`config.mk`:
```
export PLATFORM = sky130hd
export DESIGN_NAME = multicycle_integer_alu_top
export DESIGN_NICKNAME = d
export VERILOG_FILES = /design/src/rtl/mcalu_pkg.sv /design/src/rtl/multicycle_integer_alu_top.sv /design/src/rtl/mcalu_ctrl.sv /design/src/rtl/mcalu_dp.sv
export SDC_FILE = /design/constraint.sdc
export NUM_CORES = 1
export LEC_CHECK = 0
export ABC_AREA = 1
export BUFFER_PORTS_ARGS = -buffer_cell sky130_fd_sc_hd__buf_4
export CELL_PAD_IN_SITES_DETAIL_PLACEMENT = 0
export CELL_PAD_IN_SITES_GLOBAL_PLACEMENT = 1
export CORE_MARGIN = 2
export CORE_UTILIZATION = 48
export CTS_CLUSTER_SIZE = 30
export DETAILED_ROUTE_END_ITERATION = 10
export PLACE_DENSITY = 0.88
export SLEW_MARGIN = 20
export SYNTH_ARGS = -nofsm -noshare
export SYNTH_HDL_FRONTEND = slang
export SYNTH_SLANG_ARGS = --single-unit
export TNS_END_PERCENT = 5
```
`constraint.sdc`:
```
create_clock -name i_clk -period 9.95 [get_ports i_clk]
set_input_delay 2.985 -clock i_clk [delete_from_list [all_inputs] [get_ports i_clk]]
set_output_delay 2.985 -clock i_clk [all_outputs]
set_load 0.02 [all_outputs]
```
`src/rtl/mcalu_pkg.sv`:
```
`timescale 1ns / 1ps
// ----------------------------------------------------------------------------
// mcalu_pkg
// Shared types and codes for the multicycle integer alu.
// ----------------------------------------------------------------------------
package mcalu_pkg;

    localparam int unsigned OpWidth = 3;

    typedef enum logic [2:0] {
        OP_ADD = 3'd0,
        OP_SUB = 3'd1,
        OP_MUL = 3'd2,
        OP_DIV = 3'd3,
        OP_POW = 3'd4,
        OP_MOD = 3'd5,
        OP_RS6 = 3'd6,
        OP_RS7 = 3'd7
    } t_op;

    typedef enum logic [2:0] {
        ST_IDLE,
        ST_START,
        ST_RUN,
        ST_FINISH,
        ST_OUT
    } t_state;

    // controller to datapath
    typedef struct packed {
        logic load;
        logic start;
        logic step;
        logic finish;
    } t_cmd;

    // datapath to controller
    typedef struct packed {
        logic last;
    } t_status;

endpackage

```
`src/rtl/multicycle_integer_alu_top.sv`:
```
`timescale 1ns / 1ps
// ----------------------------------------------------------------------------
// multicycle_integer_alu_top
// Integer alu: add, subtract, multiply, divide, power, modulo.
// ----------------------------------------------------------------------------
// sequence: load, start, the iteration steps, finish and the result handshake;
// power runs more iteration steps than the other operations
// a new input beat is taken only in idle, once the previous result has been accepted
// one shift/subtract or multiply step per cycle in the datapath
// synchronous active-low reset returns the sequencer to idle
module multicycle_integer_alu_top #(
    parameter int unsigned WORD_WIDTH = 16
) (
    input  logic i_clk,
    input  logic i_rst_n,
    input  logic i_in_valid,
    output logic o_in_stall,
    input  logic [mcalu_pkg::OpWidth-1:0] i_operation,
    input  logic signed [WORD_WIDTH-1:0] i_operand_a,
    input  logic signed [WORD_WIDTH-1:0] i_operand_b,
    output logic o_out_valid,
    input  logic i_out_stall,
    output logic signed [WORD_WIDTH-1:0] o_result_word,
    output logic o_divide_by_zero
);

    mcalu_pkg::t_cmd    cmd;
    mcalu_pkg::t_status status;
    logic [WORD_WIDTH-1:0] res;

    mcalu_ctrl u_ctrl (
        .i_clk, .i_rst_n, .i_in_valid, .o_in_stall, .o_out_valid, .i_out_stall,
        .o_cmd(cmd), .i_status(status)
    );

    mcalu_dp #(.WORD_WIDTH(WORD_WIDTH)) u_dp (
        .i_clk, .i_cmd(cmd), .o_status(status), .i_op(i_operation),
        .i_a(i_operand_a), .i_b(i_operand_b), .o_result(res), .o_dz(o_divide_by_zero)
    );

    assign o_result_word = res;

endmodule

```
`src/rtl/mcalu_ctrl.sv`:
```
`timescale 1ns / 1ps
// ----------------------------------------------------------------------------
// mcalu_ctrl
// Sequencer: load, iterate the datapath, then hold the result beat.
// ----------------------------------------------------------------------------
module mcalu_ctrl (
    input  logic               i_clk,
    input  logic               i_rst_n,
    input  logic               i_in_valid,
    output logic               o_in_stall,
    output logic               o_out_valid,
    input  logic               i_out_stall,
    output mcalu_pkg::t_cmd    o_cmd,
    input  mcalu_pkg::t_status i_status
);

    mcalu_pkg::t_state r_state, n_state;

    // state register
    always_ff @(posedge i_clk) begin
        if (!i_rst_n) begin
            r_state <= mcalu_pkg::ST_IDLE;
        end else begin
            r_state <= n_state;
        end
    end

    // next state and commands
    always_comb begin
        n_state      = r_state;
        o_cmd        = '0;
        o_in_stall   = 1'b1;
        o_out_valid  = 1'b0;
        unique case (r_state)
            mcalu_pkg::ST_IDLE: begin
                o_in_stall = 1'b0;
                if (i_in_valid) begin
                    o_cmd.load = 1'b1;
                    n_state    = mcalu_pkg::ST_START;
                end
            end
            mcalu_pkg::ST_START: begin
                o_cmd.start = 1'b1;
                n_state     = mcalu_pkg::ST_RUN;
            end
            mcalu_pkg::ST_RUN: begin
                o_cmd.step = 1'b1;
                if (i_status.last) n_state = mcalu_pkg::ST_FINISH;
            end
            mcalu_pkg::ST_FINISH: begin
                o_cmd.finish = 1'b1;
                n_state      = mcalu_pkg::ST_OUT;
            end
            mcalu_pkg::ST_OUT: begin
                o_out_valid = 1'b1;
                if (!i_out_stall) n_state = mcalu_pkg::ST_IDLE;
            end
            default: n_state = mcalu_pkg::ST_IDLE;
        endcase
    end

    // result beat only after finish
    a_out_after_finish: assert property (@(posedge i_clk) disable iff (!i_rst_n)
        $rose(o_out_valid) |-> $past(o_cmd.finish))
        else $error("result valid without finish");
    // load only when idle
    a_load_idle: assert property (@(posedge i_clk) disable iff (!i_rst_n)
        o_cmd.load |-> !o_out_valid)
        else $error("load while result pending");
    // start follows load
    a_start_after_load: assert property (@(posedge i_clk) disable iff (!i_rst_n)
        o_cmd.load |=> o_cmd.start)
        else $error("start missing after load");

endmodule

```
`src/rtl/mcalu_dp.sv`:
```
`timescale 1ns / 1ps
// ----------------------------------------------------------------------------
// mcalu_dp
// Datapath: shift-add multiply, restoring divide, square-and-multiply power.
// ----------------------------------------------------------------------------
module mcalu_dp #(
    parameter int unsigned WORD_WIDTH = 16
) (
    input  logic                            i_clk,
    input  mcalu_pkg::t_cmd                 i_cmd,
    output mcalu_pkg::t_status              o_status,
    input  logic [mcalu_pkg::OpWidth-1:0]   i_op,
    input  logic [WORD_WIDTH-1:0]           i_a,
    input  logic [WORD_WIDTH-1:0]           i_b,
    output logic [WORD_WIDTH-1:0]           o_result,
    output logic                            o_dz
);

    localparam int unsigned CntW = $clog2(WORD_WIDTH);
    localparam int unsigned PowSteps = 2 * WORD_WIDTH;
    localparam int unsigned PcW = $clog2(PowSteps);
    localparam logic [PcW-1:0] LastPow = PcW'(PowSteps - 1);
    localparam logic [PcW-1:0] LastW = PcW'(WORD_WIDTH - 1);
    localparam logic [WORD_WIDTH-1:0] One = WORD_WIDTH'(1);

    mcalu_pkg::t_op        r_op;
    logic [WORD_WIDTH-1:0] r_a, r_b;
    logic [WORD_WIDTH-1:0] r_acc, r_x, r_y, r_rem, r_res;
    logic [WORD_WIDTH-1:0] r_pa, r_pb;
    logic [PcW-1:0]        r_cnt;
    logic                  r_dz;

    logic                  sa, sb;
    logic [WORD_WIDTH-1:0] ma, mb;
    logic [WORD_WIDTH:0]   trial;
    logic [WORD_WIDTH-1:0] mul_b, prod, qneg, rneg;
    logic [CntW-1:0]       bit_idx;

    assign sa = r_a[WORD_WIDTH-1];
    assign sb = r_b[WORD_WIDTH-1];
    assign ma = sa ? (~r_a + One) : r_a;
    assign mb = sb ? (~r_b + One) : r_b;
    assign bit_idx = r_cnt[PcW-1:1];
    // restoring divide trial subtract
    assign trial = {r_rem[WORD_WIDTH-2:0], r_x[WORD_WIDTH-1]} - {1'b0, r_y};
    // one shared multiplier for power: acc*base on even steps, base squared on odd
    assign mul_b = r_cnt[0] ? r_pb : r_pa;
    assign prod = r_pb * mul_b;
    assign qneg = ~r_acc + One;
    assign rneg = ~r_rem + One;

    always_comb begin
        o_status.last = 1'b0;
        unique case (r_op)
            mcalu_pkg::OP_POW: o_status.last = (r_cnt == LastPow);
            default:           o_status.last = (r_cnt == LastW);
        endcase
    end

    // iterative datapath
    always_ff @(posedge i_clk) begin
        if (i_cmd.load) begin
            r_op <= mcalu_pkg::t_op'(i_op);
            r_a  <= i_a;
            r_b  <= i_b;
        end
        if (i_cmd.start) begin
            r_cnt <= '0;
            r_rem <= '0;
            r_acc <= One;
            unique case (r_op)
                mcalu_pkg::OP_MUL: begin
                    r_acc <= '0;
                    r_x   <= r_a;
                    r_y   <= r_b;
                end
                mcalu_pkg::OP_DIV, mcalu_pkg::OP_MOD: begin
                    r_acc <= '0;
                    r_x   <= ma;
                    r_y   <= mb;
                end
                default: begin
                    r_x <= r_a;
                    r_y <= One;
                end
            endcase
        end
        if (i_cmd.step) begin
            r_cnt <= r_cnt + PcW'(1);
            unique case (r_op)
                mcalu_pkg::OP_MUL: begin
                    if (r_y[0]) r_acc <= r_acc + r_x;
                    r_x <= r_x << 1;
                    r_y <= r_y >> 1;
                end
                mcalu_pkg::OP_DIV, mcalu_pkg::OP_MOD: begin
                    r_x <= r_x << 1;
                    if (!trial[WORD_WIDTH] || r_rem[WORD_WIDTH-1]) begin
                        r_rem <= trial[WORD_WIDTH-1:0];
                        r_acc <= {r_acc[WORD_WIDTH-2:0], 1'b1};
                    end else begin
                        r_rem <= {r_rem[WORD_WIDTH-2:0], r_x[WORD_WIDTH-1]};
                        r_acc <= {r_acc[WORD_WIDTH-2:0], 1'b0};
                    end
                end
                default: ;
            endcase
        end
        if (i_cmd.finish) begin
            r_dz  <= 1'b0;
            r_res <= '0;
            unique case (r_op)
                mcalu_pkg::OP_ADD: r_res <= r_a + r_b;
                mcalu_pkg::OP_SUB: r_res <= r_a - r_b;
                mcalu_pkg::OP_MUL: r_res <= r_acc;
                mcalu_pkg::OP_DIV: begin
                    if (r_b == '0) r_dz <= 1'b1;
                    else r_res <= (sa ^ sb) ? qneg : r_acc;
                end
                mcalu_pkg::OP_MOD: begin
                    if (r_b == '0) r_dz <= 1'b1;
                    else r_res <= sa ? rneg : r_rem;
                end
                mcalu_pkg::OP_POW: begin
                    if (r_b == '0) r_res <= One;
                    else if (sb) begin
                        if (r_a == One) r_res <= One;
                        else if (r_a == '1) r_res <= r_b[0] ? '1 : One;
                        else r_res <= '0;
                    end else r_res <= r_pa;
                end
                default: ;
            endcase
        end
    end

    // power accumulator and base, one exponent bit per two steps
    always_ff @(posedge i_clk) begin
        if (i_cmd.start) begin
            r_pa <= One;
            r_pb <= r_a;
        end else if (i_cmd.step && r_op == mcalu_pkg::OP_POW) begin
            if (!r_cnt[0]) begin
                if (r_b[bit_idx]) r_pa <= prod;
            end else begin
                r_pb <= prod;
            end
        end
    end

    assign o_result = r_res;
    assign o_dz = r_dz;

endmodule

```
==> out/qor_table.md <==
| Result | Reported |
| --- | --- |
| Highest net fanout along the worst path | 25 |
| Rows | 65 |
| Crit path largest cell delay | 970 ps |
| RSZ-0062 raised after global routing | no |
| Post-layout nets | 2401 |
| Final Slew Violations | 0 |
| Die width | 182 microns |
| Required time of the worst setup path | 10150 ps |
| Overflow after GRT | 0 |
| Relative area change from synthesis to final layout | 8.37% |
| Final setup violation count | 0 |
| Number of sinks on the clock net | 156 |
| Number of post-CTS setup repair buffers | 0 |
| Kind of cell adding the most delay to the critical path | adder cells |
| Worst Path Buf+Inv | 11 |
| # resized after CTS | 0 |
| Max-cap viol count | 0 |
| Hold EP | u_dp.r_x[0]$_DFF_P_ |
| Starting utilization of the core area | 0.486 |
| Number of synthesized flops with an enable pin | 73 |
| Outcome | finished clean |
| All-layer global routing usage | 0.313 |
| Detailed placement HPWL | 41000 microns |
| Dominant synthesized flop cell | sky130_fd_sc_hd__dfxtp_1 |
| DRC Markers | 0 |
| Most frequent CP cell | sky130_fd_sc_hd__inv_1 |
| Mean cell area of the mapped netlist | 7.08 sq um |
| Placeable core region | 0.0314 sq mm |
| Summed negative setup slack over all endpoints | 0 ps |
| Vias in the first global route | 13980 |
| Area share of the largest cell type after synthesis | 0.144 |
| Origin of the worst min-delay path | u_dp.r_x[0]$_DFF_P_ |
| Headroom to the max-slew limit | 0.354 |
| Root buf cell | sky130_fd_sc_hd__clkbuf_16 |
| Total inserted antenna cells | 0 |
| Initial antenna violation count | 0 |
| YS warnings | 0 |
| First-pass GRT wire length | 79300 microns |
| Maximum number of pins on one net before global-route repair | 86 |
| Crit start category | flip-flop |
| ANT nets after route | 0 |
| Crit path DAT | 6890 ps |
| Hold Vio Cnt, Final | 0 |
| Layout filler cell count | 3113 |
| Initial DRC Count | 1472 |
| Number of CTS-inserted buffers | 17 |
| Worst R2R End | u_dp.r_pb[15]$_DFFE_PP_ |
| Fraction of registers with async set or reset after synthesis | 0 |
| Drt via density | 5.71 |
| Deepest level of the CTS H-tree | 4 |
| DRT Wirelength | 51300 microns |
| Final Instance Count excl. Fillers | 2591 |
| Type of element capturing the critical path | flip-flop |
| Post-synthesis cell area | 0.0153 sq mm |
| Area of the die | 0.0332 sq mm |
| Final worst clock skew | 11.3 ps |
| Sequential-to-total area share from yosys stat | 0.253 |
| Pin slew with the least headroom to its limit | 962 ps |
| CTS hold repair buffers | 0 |
| Critical path's slowest cell | sky130_fd_sc_hd__edfxtp_1 |
| Routed length per instance | 19.8 microns |
| Clock tree from TritonCTS | built |
| Vert. Die Dim | 182 microns |
| Synth top area cells | sky130_fd_sc_hd__edfxtp_1, sky130_fd_sc_hd__nand2_1, sky130_fd_sc_hd__dfxtp_1, sky130_fd_sc_hd__fa_1, sky130_fd_sc_hd__ha_1 |
| Count of cells along the worst hold path | 2 |
| Count of unique library cells instantiated by Yosys | 54 |
| Routed via count | 14794 |
| Fraction of layout cells with a size suffix above 1 | 0.0740 |
| Clock transition at the register clock pins on the worst setup and hold paths after CTS | 70 ps |
| Post-Syn Instances | 2154 |
| Worst min-delay path class | flip-flop to flip-flop |
| Launch point of the worst reg-to-reg path | u_dp.r_cnt[0]$_SDFFCE_PN0P_ |
| Register bit total from synthesis | 156 |
| Final Core Density | 0.527 |
| Latest clock arrival within the worst-skew pair | 450 ps |
| Worst Path Class, Setup | flip-flop to flip-flop |
| Placed cells | 2559 |
| Maximum clock frequency | 149 MHz |
| Top-Level Pins | 58 |
| Maximum buffer depth of the clock tree | 2 |
| Gpl congestion | 0.966 |
| Number of buffers inserted by port buffering | 57 |
| Worst reg-to-reg path cell count | 30 |
| Final worst path period need | 6690 ps |
| Top cell type by total area after synthesis | sky130_fd_sc_hd__edfxtp_1 |
| Internal reg-to-reg setup slack | 3260 ps |
| Pre-antenna DRT Iters | 5 |
| Post-route fraction of the period consumed by the critical path | 0.673 |
| Mapped Nets | 2379 |
[cells in the mapped netlist, types with 33 or more instances]
master / number
sky130_fd_sc_hd__nand2_1: 478
sky130_fd_sc_hd__inv_1: 340
sky130_fd_sc_hd__nor2_1: 198
sky130_fd_sc_hd__a21oi_1: 158
sky130_fd_sc_hd__o21ai_0: 142
sky130_fd_sc_hd__nand3_1: 129
sky130_fd_sc_hd__ha_1: 103
sky130_fd_sc_hd__dfxtp_1: 83
sky130_fd_sc_hd__fa_1: 83
sky130_fd_sc_hd__edfxtp_1: 73
sky130_fd_sc_hd__clkbuf_1: 36
sky130_fd_sc_hd__xor2_1: 33
[cells in the final DEF, fill, tap and decap left out, drive strengths merged, types with 2 or more instances in the layout]
| cell type | synthesis | final |
|---|---|---|
| nand2 | 498 | 498 |
| clkbuf | 36 | 17 |
| o21a | 6 | 6 |
| o21bai | 5 | 5 |
| edfxtp | 73 | 73 |
| a22oi | 17 | 17 |
| a21oi | 160 | 160 |
| xnor2 | 9 | 9 |
| o2111ai | 6 | 6 |
| clkinv | 8 | 14 |
| a221oi | 6 | 6 |
| o311ai | 3 | 3 |
| o221ai | 16 | 16 |
| nor2 | 209 | 209 |
| dfxtp | 83 | 83 |
| a31oi | 13 | 13 |
| clkinvlp | 0 | 2 |
| a21o | 8 | 8 |
| o31ai | 8 | 8 |
| ha | 103 | 103 |
| or2 | 9 | 9 |
| a21boi | 5 | 5 |
| nand3 | 130 | 130 |
| nor3 | 28 | 28 |
| o211ai | 25 | 25 |
| nand3b | 6 | 6 |
| buf | 27 | 66 |
| a211oi | 2 | 2 |
| o22ai | 16 | 16 |
| xor2 | 34 | 34 |
| fa | 83 | 83 |
| o21ai | 150 | 150 |
| nand4 | 15 | 15 |
| inv | 351 | 358 |
[registers in the layout, summed over array words and instances (netlist names)]
register        cells
u_dp.o_result      16
u_dp.r_a           16
u_dp.r_acc         16
u_dp.r_b           16
u_dp.r_pa          16
u_dp.r_pb          16
u_dp.r_rem         16
u_dp.r_x           16
u_dp.r_y           16
u_dp.r_cnt          5
u_ctrl.r_state      3
u_dp.r_op           3
u_dp.o_dz           1
[through the flow]
stage          worst slack, ps  cell area [sq um]  hold WS [ps]
2_1_floorplan             4440              15300           461
3_3_place_gp              3450              16000           476
3_5_place_dp              3320              16000           484
4_1_cts                   3300              16500           494
5_1_grt                   2860              16500           532
6_report                  3260              16500           495
[area by class of cell]
cell class / instances / area, sq um / area share
Inverter: 359 / 1350 / 0.0815
Clock inverter: 15 / 133 / 0.00802
Sequential cell: 156 / 3850 / 0.233
Multi-Input combinational cell: 1576 / 9770 / 0.591
Tap cell: 402 / 503 / 0.0304
Timing Repair Buffer: 66 / 495 / 0.0300
Clock buffer: 17 / 425 / 0.0257
[worst max path at each step]
stage	start	to	slack (ps)	cells after the start
5_1_grt	u_dp.r_cnt[0]$_SDFFCE_PN0P_	u_dp.r_pb[15]$_DFFE_PP_	2860	30
2_1_floorplan	u_dp.r_cnt[0]$_SDFFCE_PN0P_	u_dp.r_pb[15]$_DFFE_PP_	4440	30
4_1_cts	u_dp.r_cnt[0]$_SDFFCE_PN0P_	u_dp.r_pb[15]$_DFFE_PP_	3300	30
3_3_place_gp	u_dp.r_cnt[0]$_SDFFCE_PN0P_	u_dp.r_pb[15]$_DFFE_PP_	3450	30
6_report	u_dp.r_cnt[0]$_SDFFCE_PN0P_	u_dp.r_pb[15]$_DFFE_PP_	3260	30
3_5_place_dp	u_dp.r_cnt[0]$_SDFFCE_PN0P_	u_dp.r_pb[15]$_DFFE_PP_	3320	30
[cell families after synthesis]
| logic type | share of synthesized area |
|---|---|
| xor+xnor | 0.0252 |
| buf+inv | 0.108 |
| fa+ha+maj | 0.193 |
| flops | 0.253 |
| compound gates | 0.172 |
| simple gates | 0.248 |
[metal layers]
layer	share of wire	wire length, microns	up-vias	track usage
met3	0.065	3330	110	0.0395
met5	0	0	-	0
li1	-	-	7116	-
met1	0.44	22700	6981	0.428
met2	0.45	23200	587	0.502
met4	0.041	2100	0	0.133
[worst register-to-register path: cells and delay by family (launching register included)]
kind / cells / cell delay [ps]
and+or+nand+nor: 11 / 970
buffers and inverters: 11 / 1040
adders and majority gates: 7 / 3270
DFF: 1 / 970
AOI/OAI and AO/OA: 1 / 200
Power is not shown: default switching activity piles up to over one toggle a cycle in this logic, so the estimate is an artifact.
